## src/rtl/sorted_list_buffer_top_defines.svh

```systemverilog
// Assertion macros shared by the sorted list buffer RTL.
// No dependencies; included by files that carry concurrent assertions.
`ifndef SORTED_LIST_BUFFER_TOP_DEFINES_SVH
`define SORTED_LIST_BUFFER_TOP_DEFINES_SVH

// Same-cycle implication, disabled while reset is asserted.
`define SLB_ASSERT_NOW(lbl, clk, rst_n, ante, cons, msg) \
    lbl: assert property (@(posedge clk) disable iff (!(rst_n)) (ante) |-> (cons)) \
        else $error(msg);

// Next-cycle implication, disabled while reset is asserted.
`define SLB_ASSERT_NEXT(lbl, clk, rst_n, ante, cons, msg) \
    lbl: assert property (@(posedge clk) disable iff (!(rst_n)) (ante) |=> (cons)) \
        else $error(msg);

`endif

```

## src/rtl/slb_pkg.sv

```systemverilog
// Package for the sorted list buffer: field widths, action codes and the
// command struct broadcast to the cell row. No dependencies.
package slb_pkg;

    localparam int DATA_W       = 8;
    localparam int ACT_W        = 2;
    localparam int IDX_W        = 4;
    localparam int CNT_OUT_W    = 5;
    localparam int DEF_CAPACITY = 16;
    localparam int RD_MAX       = 16;

    typedef enum logic [ACT_W-1:0] {
        ACT_INSERT = 2'd0,
        ACT_REMOVE = 2'd1,
        ACT_READ   = 2'd2,
        ACT_CLEAR  = 2'd3
    } t_action;

    typedef struct packed {
        logic ins_en;
        logic rm_en;
    } t_cell_cmd;

endpackage

```

## src/rtl/slb_if.sv

```systemverilog
// Valid/ready channel interfaces for the sorted list buffer requests and
// responses. Depends on slb_pkg.
interface slb_req_if import slb_pkg::*; ();
    logic                     valid;
    logic                     ready;
    logic [ACT_W-1:0]         action;
    logic signed [DATA_W-1:0] value;
    logic [IDX_W-1:0]         index;

    modport source (output valid, action, value, index, input ready);
    modport sink   (input valid, action, value, index, output ready);
endinterface

interface slb_rsp_if import slb_pkg::*; ();
    logic                     valid;
    logic                     ready;
    logic                     ok;
    logic signed [DATA_W-1:0] read_value;
    logic [CNT_OUT_W-1:0]     count;

    modport source (output valid, ok, read_value, count, input ready);
    modport sink   (input valid, ok, read_value, count, output ready);
endinterface

```

## src/rtl/slb_cell.sv

```systemverilog
// One storage cell of the sorted row: holds a value, compares it with the
// broadcast operand and shifts with its neighbors. Depends on slb_pkg.
module slb_cell import slb_pkg::*; (
    input  logic                     i_clk,
    input  t_cell_cmd                i_cmd,
    input  logic signed [DATA_W-1:0] i_value,
    input  logic                     i_occ,
    input  logic                     i_left_take,
    input  logic                     i_left_lt,
    input  logic signed [DATA_W-1:0] i_left_val,
    input  logic signed [DATA_W-1:0] i_right_val,
    output logic                     o_take,
    output logic                     o_lt,
    output logic                     o_hit,
    output logic signed [DATA_W-1:0] o_val
);

    logic signed [DATA_W-1:0] r_val;
    logic signed [DATA_W-1:0] n_val;

    // A cell at or behind the insert point is empty or holds a larger value.
    assign o_take = !i_occ || (r_val > i_value);
    assign o_lt   = i_occ && (r_val < i_value);
    // The first cell not below the operand reports a hit if it equals it.
    assign o_hit  = i_occ && !o_lt && i_left_lt && (r_val == i_value);
    assign o_val  = r_val;

    always_comb begin
        n_val = r_val;
        if (i_cmd.ins_en && o_take) begin
            n_val = i_left_take ? i_left_val : i_value;
        end else if (i_cmd.rm_en && !o_lt) begin
            n_val = i_right_val;
        end
    end

    always_ff @(posedge i_clk) begin
        r_val <= n_val;
    end

endmodule

```

## src/rtl/slb_chain.sv

```systemverilog
// Row of slb_cell instances wired to their neighbors, with occupancy taken
// from the fill count and the removal match reduced. Depends on slb_pkg.
module slb_chain import slb_pkg::*; #(
    parameter int CAPACITY = DEF_CAPACITY
) (
    input  logic                              i_clk,
    input  t_cell_cmd                         i_cmd,
    input  logic signed [DATA_W-1:0]          i_value,
    input  logic [$clog2(CAPACITY+1)-1:0]     i_count,
    output logic                              o_found,
    output logic signed [DATA_W-1:0]          o_vals [CAPACITY]
);

    localparam int CNT_W = $clog2(CAPACITY+1);

    logic [CAPACITY-1:0] w_take;
    logic [CAPACITY-1:0] w_lt;
    logic [CAPACITY-1:0] w_hit;

    for (genvar gi = 0; gi < CAPACITY; gi++) begin : g_cell
        logic                     w_left_take;
        logic                     w_left_lt;
        logic signed [DATA_W-1:0] w_left_val;
        logic signed [DATA_W-1:0] w_right_val;

        if (gi == 0) begin : g_first
            assign w_left_take = 1'b0;
            assign w_left_lt   = 1'b1;
            assign w_left_val  = i_value;
        end else begin : g_inner
            assign w_left_take = w_take[gi-1];
            assign w_left_lt   = w_lt[gi-1];
            assign w_left_val  = o_vals[gi-1];
        end

        if (gi == CAPACITY-1) begin : g_last
            assign w_right_val = o_vals[gi];
        end else begin : g_next
            assign w_right_val = o_vals[gi+1];
        end

        slb_cell u_cell (
            .i_clk       (i_clk),
            .i_cmd       (i_cmd),
            .i_value     (i_value),
            .i_occ       (CNT_W'(gi) < i_count),
            .i_left_take (w_left_take),
            .i_left_lt   (w_left_lt),
            .i_left_val  (w_left_val),
            .i_right_val (w_right_val),
            .o_take      (w_take[gi]),
            .o_lt        (w_lt[gi]),
            .o_hit       (w_hit[gi]),
            .o_val       (o_vals[gi])
        );
    end

    assign o_found = |w_hit;

endmodule

```

## src/rtl/sorted_list_buffer_top.sv

```systemverilog
// Top level of the sorted list buffer: request/response handshakes, fill
// count and result register around the cell row. Depends on slb_pkg,
// slb_if, slb_chain and sorted_list_buffer_top_defines.svh.
//
//   channel  | dir | handshake   | payload
//   ---------+-----+-------------+-------------------------------
//   i_req    | in  | valid/ready | action, value, index
//   o_rsp    | out | valid/ready | ok, read_value, count
//
// One transaction is taken per cycle; its result shows in the response
// register on the next cycle. The whole row compares against the operand and
// shifts by one place in the accepting cycle, which sets that rate.
// Synchronous active-low reset empties the list and drops the response.
// A new request is taken while the response register is empty or is being
// drained in the same cycle; a stalled response holds everything upstream.
`include "sorted_list_buffer_top_defines.svh"

module sorted_list_buffer_top import slb_pkg::*; #(
    parameter int CAPACITY = DEF_CAPACITY
) (
    input  logic i_clk,
    input  logic i_rst_n,
    slb_req_if.sink   i_req,
    slb_rsp_if.source o_rsp
);

    localparam int CNT_W = $clog2(CAPACITY+1);
    localparam int CMP_W = (CNT_W > IDX_W) ? CNT_W : IDX_W;
    localparam int RD_N  = (CAPACITY < RD_MAX) ? CAPACITY : RD_MAX;

    logic [CNT_W-1:0]         r_count;
    logic [CNT_W-1:0]         n_count;
    logic                     r_out_valid;
    logic                     r_ok;
    logic                     n_ok;
    logic signed [DATA_W-1:0] r_rd;
    logic signed [DATA_W-1:0] n_rd;
    logic [CNT_OUT_W-1:0]     r_cnt_out;

    logic                     w_accept;
    logic                     w_full;
    logic                     w_found;
    logic                     w_is_ins;
    logic                     w_is_rm;
    t_cell_cmd                w_cmd;
    logic signed [DATA_W-1:0] w_vals [CAPACITY];
    logic signed [DATA_W-1:0] w_rd_sel;
    t_action                  w_action;

    assign w_action = t_action'(i_req.action);

    // The response register frees up in the same cycle it is drained.
    assign i_req.ready = !r_out_valid || o_rsp.ready;
    assign w_accept    = i_req.valid && i_req.ready;
    assign w_full      = r_count >= CNT_W'(CAPACITY);
    assign w_is_ins    = w_accept && (w_action == ACT_INSERT);
    assign w_is_rm     = w_accept && (w_action == ACT_REMOVE);

    assign w_cmd.ins_en = w_is_ins && !w_full;
    assign w_cmd.rm_en  = w_is_rm && w_found;

    slb_chain #(
        .CAPACITY (CAPACITY)
    ) u_chain (
        .i_clk   (i_clk),
        .i_cmd   (w_cmd),
        .i_value (i_req.value),
        .i_count (r_count),
        .o_found (w_found),
        .o_vals  (w_vals)
    );

    // Only the first positions of the row can be addressed by the index field.
    always_comb begin
        w_rd_sel = '0;
        for (int i = 0; i < RD_N; i++) begin
            if (i_req.index == i[IDX_W-1:0]) begin
                w_rd_sel = w_vals[i];
            end
        end
    end

    always_comb begin
        n_count = r_count;
        n_ok    = 1'b0;
        n_rd    = '0;
        case (w_action)
            ACT_INSERT: begin
                if (!w_full) begin
                    n_ok    = 1'b1;
                    n_count = r_count + CNT_W'(1);
                end
            end
            ACT_REMOVE: begin
                if (w_found) begin
                    n_ok    = 1'b1;
                    n_count = r_count - CNT_W'(1);
                end
            end
            ACT_READ: begin
                if (CMP_W'(i_req.index) < CMP_W'(r_count)) begin
                    n_ok = 1'b1;
                    n_rd = w_rd_sel;
                end
            end
            ACT_CLEAR: begin
                n_ok    = 1'b1;
                n_count = '0;
            end
            default: begin
                n_count = r_count;
            end
        endcase
    end

    always_ff @(posedge i_clk) begin
        if (!i_rst_n) begin
            r_count     <= '0;
            r_out_valid <= 1'b0;
        end else begin
            if (w_accept) begin
                r_count     <= n_count;
                r_out_valid <= 1'b1;
            end else if (o_rsp.ready) begin
                r_out_valid <= 1'b0;
            end
        end
    end

    // Response payload needs no reset; it is qualified by the valid flag.
    always_ff @(posedge i_clk) begin
        if (w_accept) begin
            r_ok      <= n_ok;
            r_rd      <= n_rd;
            r_cnt_out <= CNT_OUT_W'(n_count);
        end
    end

    assign o_rsp.valid      = r_out_valid;
    assign o_rsp.ok         = r_ok;
    assign o_rsp.read_value = r_rd;
    assign o_rsp.count      = r_cnt_out;

    `SLB_ASSERT_NOW(a_count_bound, i_clk, i_rst_n, 1'b1, r_count <= CNT_W'(CAPACITY), "fill count above capacity")
    `SLB_ASSERT_NEXT(a_insert_grows, i_clk, i_rst_n, w_cmd.ins_en, r_count == $past(r_count) + CNT_W'(1), "insert did not grow the count")
    `SLB_ASSERT_NEXT(a_remove_shrinks, i_clk, i_rst_n, w_cmd.rm_en, r_count == $past(r_count) - CNT_W'(1), "remove did not shrink the count")
    `SLB_ASSERT_NEXT(a_clear_empties, i_clk, i_rst_n, w_accept && (w_action == ACT_CLEAR), (r_count == '0) && r_out_valid && r_ok, "clear did not empty the list")
    `SLB_ASSERT_NOW(a_found_nonempty, i_clk, i_rst_n, w_found, r_count != '0, "match reported in an empty list")

endmodule

```

## src/flat_wrapper.sv

```systemverilog
// flat-port wrapper written by rule: the top's interface ports become plain ports
module sorted_list_buffer_top_flat import slb_pkg::*;
#(
    parameter int CAPACITY = DEF_CAPACITY
)
  (i_clk, i_rst_n, i_req_valid, i_req_action, i_req_value, i_req_index, i_req_ready, o_rsp_valid, o_rsp_ok, o_rsp_read_value, o_rsp_count, o_rsp_ready);
  slb_req_if i_req_i ();
  slb_rsp_if o_rsp_i ();
  input  logic i_clk;
  input  logic i_rst_n;
  input wire logic [$bits(i_req_i.valid)-1:0] i_req_valid;
  input wire logic [$bits(i_req_i.action)-1:0] i_req_action;
  input wire logic [$bits(i_req_i.value)-1:0] i_req_value;
  input wire logic [$bits(i_req_i.index)-1:0] i_req_index;
  output wire logic [$bits(i_req_i.ready)-1:0] i_req_ready;
  output wire logic [$bits(o_rsp_i.valid)-1:0] o_rsp_valid;
  output wire logic [$bits(o_rsp_i.ok)-1:0] o_rsp_ok;
  output wire logic [$bits(o_rsp_i.read_value)-1:0] o_rsp_read_value;
  output wire logic [$bits(o_rsp_i.count)-1:0] o_rsp_count;
  input wire logic [$bits(o_rsp_i.ready)-1:0] o_rsp_ready;
  assign i_req_i.valid = i_req_valid;
  assign i_req_i.action = i_req_action;
  assign i_req_i.value = i_req_value;
  assign i_req_i.index = i_req_index;
  assign i_req_ready = i_req_i.ready;
  assign o_rsp_valid = o_rsp_i.valid;
  assign o_rsp_ok = o_rsp_i.ok;
  assign o_rsp_read_value = o_rsp_i.read_value;
  assign o_rsp_count = o_rsp_i.count;
  assign o_rsp_i.ready = o_rsp_ready;
  sorted_list_buffer_top #(.CAPACITY(CAPACITY)) u_core (.i_clk(i_clk), .i_rst_n(i_rst_n), .i_req(i_req_i), .o_rsp(o_rsp_i));
endmodule
```

## config.mk

```make
export PLATFORM = sky130hd
export DESIGN_NAME = sorted_list_buffer_top_flat
export DESIGN_NICKNAME = d
export VERILOG_FILES = /design/src/rtl/slb_pkg.sv /design/src/rtl/slb_if.sv /design/src/rtl/slb_cell.sv /design/src/rtl/slb_chain.sv /design/src/rtl/sorted_list_buffer_top.sv /design/src/flat_wrapper.sv
export VERILOG_INCLUDE_DIRS = /design/src /design/src/rtl
export SDC_FILE = /design/constraint.sdc
export NUM_CORES = 1
export LEC_CHECK = 0
export ABC_AREA = 1
export BUFFER_PORTS_ARGS = -buffer_cell sky130_fd_sc_hd__buf_4
export CORE_MARGIN = 1
export CORE_UTILIZATION = 45
export CTS_BUF_LIST = sky130_fd_sc_hd__clkbuf_4
export DETAILED_ROUTE_END_ITERATION = 10
export REMOVE_ABC_BUFFERS = 1
export SKIP_CTS_REPAIR_TIMING = 1
export SLEW_MARGIN = 20
export SYNTH_ARGS = -nofsm -noshare
export SYNTH_HDL_FRONTEND = slang
export SYNTH_SLANG_ARGS = --single-unit
```

## constraint.sdc

```tcl
create_clock -name i_clk -period 3.55 [get_ports i_clk]
set_input_delay 0 -clock i_clk [delete_from_list [all_inputs] [get_ports i_clk]]
set_output_delay 0 -clock i_clk [all_outputs]
set_load 0.02 [all_outputs]
```

## Word-level counts from Yosys, hierarchy flattened

Index checks and enable logic that the tools add are counted.

- Equality and inequality tests: 34
- Order comparisons: 50
- Add/sub/neg operators: 2
- Muxes and demuxes: 70
- Reduce and logical (&&, ||, !) cells: 170

Operator list:

| kind | number |
|---|---|
| $mux 8 | 61 |
| $eq 8x8->1 | 16 |
| $gt 8x8->1 | 16 |
| $lt 8x8->1 | 16 |
| $logic_and 1x1->1 | 99 |
| $lt 4x5->1 const A | 8 |
| $logic_not 1->1 | 34 |
| $eq 4x4->1 const B | 8 |
| $reduce_bool 2->1 | 16 |
| $lt 3x5->1 const A | 4 |
| $logic_or 1x1->1 | 17 |
| $eq 4x3->1 const B | 4 |
| $reduce_or 16->1 | 1 |
| $pmux 5 s3 | 1 |
| $lt 1x5->1 const A | 2 |
| $lt 2x5->1 const A | 2 |
| $mux 5 | 2 |
| $eq 4x2->1 const B | 2 |
| $add 5x1->5 const B | 1 |
| $ge 5x5->1 const B | 1 |
| $lt 4x5->1 | 1 |
| $mux 1 | 5 |
| $sub 5x1->5 const B | 1 |
| $eq 2x2->1 const B | 2 |
| other kinds (6) | 6 |

- Output and inout port bits: 16
- Bits in registers: 148

## Longest topological paths before layout

- Depth in word-level cells: 17
- Gate-level depth with buffers: 22

## By module

A second synthesis with hierarchy kept.

- Cells, all modules: 1995
- Area total of the unflattened synthesis: 13962.1 µm²

Modules (own cells, without submodules):

| module | cells each | instances | area each (µm²) |
|---|---|---|---|
| slb_cell | 98 | 16 | 723.2 |
| sorted_list_buffer_top | 379 | 1 | 2173.3 |
| slb_chain | 48 | 1 | 217.7 |

## Least setup slack after synthesis

No wires, ideal clock.

- Path type: in2reg
- Start point: input i_req_value[6]
- End point: register u_core.u_chain.g_cell[14].u_cell.r_val[0] (enable)
- Stages: 16
- Setup slack: 529 ps
- Data arrival time: 2637 ps
- Library setup time: 384 ps
- Path buffers: 1
- Path through: clkbuf_1 -> inv_1 -> ha_1 -> nand2_1 -> inv_1 -> a21oi_1 -> nand2_1 -> nand2_1 -> nand2_1 -> nor2_1 -> nand3_1 -> nand3_1 -> nor2_4 -> nand3_4 -> nand3_4 -> o21ai_0

- Cells in the longest elaborated chain, start to end: 10
- Elaborated cells on any way between the ends: 118
- Classes of those cells: order compare: 17; eq/ne: 16; reduce/logical: 85

Ends and longest elaborated chain:

| item | line | text |
|---|---|---|
| start: declaration | flat_wrapper.sv:13 | `input wire logic [$bits(i_req_i.value)-1:0] i_req_value;` |
| $lt 8x8->1 | slb_cell.sv:23 | `assign o_lt = i_occ && (r_val < i_value);` |
| $logic_and 1x1->1 | slb_cell.sv:23 |  |
| $logic_not 1->1, on equally long branches | slb_cell.sv:25, slb_cell.sv:32 |  |
| $logic_and 1x1->1 (3 in a row) | slb_cell.sv:25 | `assign o_hit = i_occ && !o_lt && i_left_lt && (r_val == i_value);` |
| $reduce_or 16->1 | slb_chain.sv:58 | `assign o_found = \|w_hit;` |
| $logic_and 1x1->1 | sorted_list_buffer_top.sv:60 | `assign w_cmd.rm_en = w_is_rm && w_found;` |
| $logic_and 1x1->1 | slb_cell.sv:32 | `end else if (i_cmd.rm_en && !o_lt) begin` |
| $reduce_bool 2->1 (no source line) * | n/a |  |
| end signal: assignment | slb_cell.sv:38 | `r_val <= n_val;` |
| end: declaration | slb_cell.sv:18 | `logic signed [DATA_W-1:0] r_val;` |

Every way passes the cells marked *; elsewhere a longest branch is shown, timed or not.
A chain may end at the register's enable or synchronous reset.

## Worst setup path after layout

- Start point: register u_core.u_chain.g_cell[12].u_cell.r_val[7]
- End point: register u_core.u_chain.g_cell[3].u_cell.r_val[0] (enable)

- Cells in the longest elaborated chain, start to end: 10
- Elaborated cells on any way between the ends: 13
- Classes of those cells: order compare: 1; eq/ne: 1; reduce/logical: 11

Ends and longest elaborated chain:

| item | line |
|---|---|
| start: declaration | slb_cell.sv:18 |
| start signal: assignment | slb_cell.sv:38 |
| $lt 8x8->1 | slb_cell.sv:23 |
| $logic_and 1x1->1 | slb_cell.sv:23 |
| $logic_not 1->1 | slb_cell.sv:25 |
| $logic_and 1x1->1 (3 in a row) | slb_cell.sv:25 |
| $reduce_or 16->1 * | slb_chain.sv:58 |
| $logic_and 1x1->1 * | sorted_list_buffer_top.sv:60 |
| $logic_and 1x1->1 * | slb_cell.sv:32 |
| $reduce_bool 2->1 (no source line) * | n/a |
| end signal: assignment | slb_cell.sv:38 |
| end: declaration | slb_cell.sv:18 |

Marked as above.

==> metrics.md <==
| Metric | Value |
|---|---|
| Worst VDD drop | between 0.00015 and 0.0002 V |
| CP endpoint kind | flip-flop |
| Clk slew on worst S/H paths | around 0.16 ns |
| Sequential fraction of the synthesis area | 0.357 |
| Port buffer count | 33 |
| Buffers plus inverters on the worst setup path | 0 |
| Die Ht | about 170 um |
| Vias in the first global route | around 12,000 |
| FILL cells | between 2,000 and 3,000 |
| Routability cong. | approximately 1.0 |
| Die area | between 0.02 and 0.03 mm2 |
| WL/cell | between 20 and 25 um |
| Share of layout cells above drive strength 1 | 0.110 |
| Final instance area | about 0.014 mm2 |
| CP peak stage delay | approximately 0.55 ns |
| Die Wd | approximately 170 um |
| Maximum Capacitance Violations | 0 |
| TritonCTS clock tree | yes |
| Post-DP Area | ~0.013 mm2 |
| Slew @ Worst Pin | between 0.9 and 1 ns |
| Cell family with most CP delay | simple AND/OR/NAND/NOR gates |
| Largest net degree at the start of global routing | 25 |
| Run status | finished, violations left |
| Combinational Power Share | 0.269 |
| Global-route wire length before repair | about 68,000 um |
| Clock group share of total power | 0.270 |
| Flop pwr share | 0.461 |
| CP cell instances | ha_1 -> a21oi_1 -> o21a_1 -> nand2_1 -> nand2_1 -> nand2_1 -> nor2_1 -> nand3_1 -> nand2_2 -> nor2_4 -> nand3_4 -> nand3_4 -> o21ai_2 |
| Total power | roughly 4600 uW |
| Grt ovf | 0 |
| DRT iter0 DRCs | roughly 1,200 |
| Critical path type | flip-flop to flip-flop |
| HPWL after DPL | around 34,000 um |
| # DRC | 0 |
| Period utilization | 0.961 |
| Crit-path slowest cell | edfxtp_1 |
| Violated checks | hold timing |
| Avg Cell Area, Syn | roughly 7.5 um2 |
| CTS sink cnt | 148 |
| Initial Utilization | 0.456 |
| Via count | about 12,000 |
| # IOs | 34 |
| Crit path time final | ~3.4 ns |
| # setup viols final | 0 |
| Vias per cell | slightly below 6 |
| Worst EP required | roughly 3.8 ns |
| Antenna violations before repair | 3 |
| Clock Skew | between 0.02 and 0.03 ns |
| Longest Clk Path Bufs | 2 |
| Ys Warns | 0 |
| CORE AREA | 0.0269 mm2 |
| Yosys reg bits | 148 |
| P&R area growth vs syn | 12.1% |
| H-tree levels | 4 |
| Pint | approximately 2900 uW |
| Routed Wire Length | roughly 45,000 um |
| Worst path arrival time | between 3 and 4 ns |
| CP max FO | 15 |
| Synthesized area | 0.0123 mm2 |
| Static Leak | 0.00626 uW |
| Final hold slack | -0.0247 ns |
| Syn Inst Count | 1,639 |
| Clock root cell | clkbuf_4 |
| Gr usage total | 0.328 |
| FP Rows | 60 |
| Most used cell, CP | nand2_1 |
| Final number of hold-violating endpoints | 3 |
| CTS buffer count | 17 |
| Switching part of the total | 0.374 |
| Max_slew headroom | 0.365 |
| NumNets Final | ~1,900 |
| Routed Antenna Nets | 0 |
| Switching pwr | approximately 1700 uW |
| Slew Limit Fails | 0 |
| Unrepaired setup endpoints after global routing | true |
| Clock latency on the worst-skew pair | approximately 0.6 ns |
| Worst hold path type | primary input to flip-flop |
| PD cells | ~330 mW/mm2 |
| Yosys cell types | 45 |
| Type of origin of the critical path | flip-flop |
| DR pass1 iterations | 6 |
| Fmax | 293 MHz |
## flip-flops by register name, summed over array words and instances, names as in the netlist
name,flops
u_core.u_chain.g_cell.u_cell.o_val,128
u_core.o_rsp.read_value,8
u_core.o_rsp.count,5
u_core.r_count,5
u_core.o_rsp.ok,1
u_core.o_rsp.valid,1
## layout by cell type (no fill, tap or decap), drive strengths merged
master and count:
nor4b 1, nand3 61, a21o 12, xor2 3, xnor2 1, clkbuf 17, dlygate4sd3 7, dfxtp 6
inv 195, edfxtp 142, clkinvlp 2, o21bai 6, a22oi 1, o22ai 2, a221oi 3, o21a 9
diode 2, a21oi 138, clkinv 10, nand4 33, ha 134, nor2 192, bufinv 2, o211ai 2
nor4 1, a211oi 1, buf 98, a21boi 1, o21ai 254, o2111ai 5, o31ai 1, nand3b 10
nand2 393, nor3 6
## kinds of logic after synthesis
family / share of synthesized area
AND/OR/NAND/NOR: 0.241
AO/OA/AOI/OAI: 0.192
buffers and inverters: 0.0704
flip-flops: 0.357
adder cells (fa/ha/maj): 0.137
XOR/XNOR: 0.00286
## worst min-delay path, delay by kind of cell
family	cells	cell delay (ns)
buffers and inverters	2	0.12
AND/OR/NAND/NOR	1	0.22
AO/OA/AOI/OAI	1	0.20
## path summary, 6_finish.rpt
check,start,endpoint,slack (ns),cells past startpoint
worst max-delay path,u_core.u_chain.g_cell[12].u_cell.o_val[7],u_core.u_chain.g_cell[3].u_cell.o_val[0],0.14,13
worst min-delay path,i_req_valid,u_core.r_count[3],-0.02,4
worst max register to register,u_core.u_chain.g_cell[12].u_cell.o_val[7],u_core.u_chain.g_cell[3].u_cell.o_val[0],0.14,13
worst min register to register,u_core.u_chain.g_cell[14].u_cell.o_val[0],u_core.u_chain.g_cell[15].u_cell.o_val[0],0.58,2
## layer usage
layer,wire (um),global-route usage,vias to the layer above
met2,19500,0.502,623
met3,4270,0.0525,133
met1,19400,0.458,5758
met4,1870,0.143,0
met5,0,0,-
li1,-,-,5824
## stage by stage
step                      hold slack, ns  instances   util  worst slack [ns]  TNS, ns
after global routing             0.00310       2091  0.512           -0.0107   -0.107
final                            -0.0247       2092  0.512             0.139        0
after global placement             0.322       2051  0.497             0.217        0
after detailed placement           0.320       2051  0.497             0.183        0
after CTS                         -0.328       2083  0.508             0.251        0
after floorplan                    0.177       1612      -             0.428        0
## cell type report
type,count,area (um2),share of cell area
Inverter,194,732,0.0532
Sequential cell,148,4380,0.319
Tap cell,341,427,0.0310
Timing Repair Buffer,105,856,0.0622
Antenna cell,2,5.00,0.000364
Clock inverter,15,185,0.0135
Clock buffer,17,128,0.00928
Multi-Input combinational cell,1270,7040,0.512
## power by group through the flow
stage	Clock, uW	Combinational, uW	Sequential, uW
3_3_place_gp	0	1190	2150
6_report	1240	1240	2120
4_1_cts	1250	1210	2110
3_5_place_dp	0	1200	2150
5_1_grt	1310	1380	2120
2_1_floorplan	0	735	2130
## synthesized netlist by cell type, drive strengths merged
library cell,n,share of area
nand2,393,0.12
o21ai,254,0.11
nor2,192,0.065
inv,187,0.057
edfxtp,142,0.35
a21oi,138,0.057
ha,134,0.14
nand3,61,0.027
nand4,33,0.017
clkbuf,20,0.0061
a21o,12,0.0073
nand3b,10,0.0061
o21a,9,0.0055
buf,7,0.0046
clkinv,7,0.0022
dfxtp,6,0.0098
nor3,6,0.0029
o21bai,6,0.0037
o2111ai,5,0.0036
a221oi,3,0.0021
xor2,3,0.0021
o211ai,2,0.0012
o22ai,2,0.0010
a211oi,1,0.00061
a21boi,1,0.00061
a22oi,1,0.00061
nor4,1,0.00051
nor4b,1,0.0012
o31ai,1,0.0010
xnor2,1,0.00071
Power figures use the tool's default switching activity.
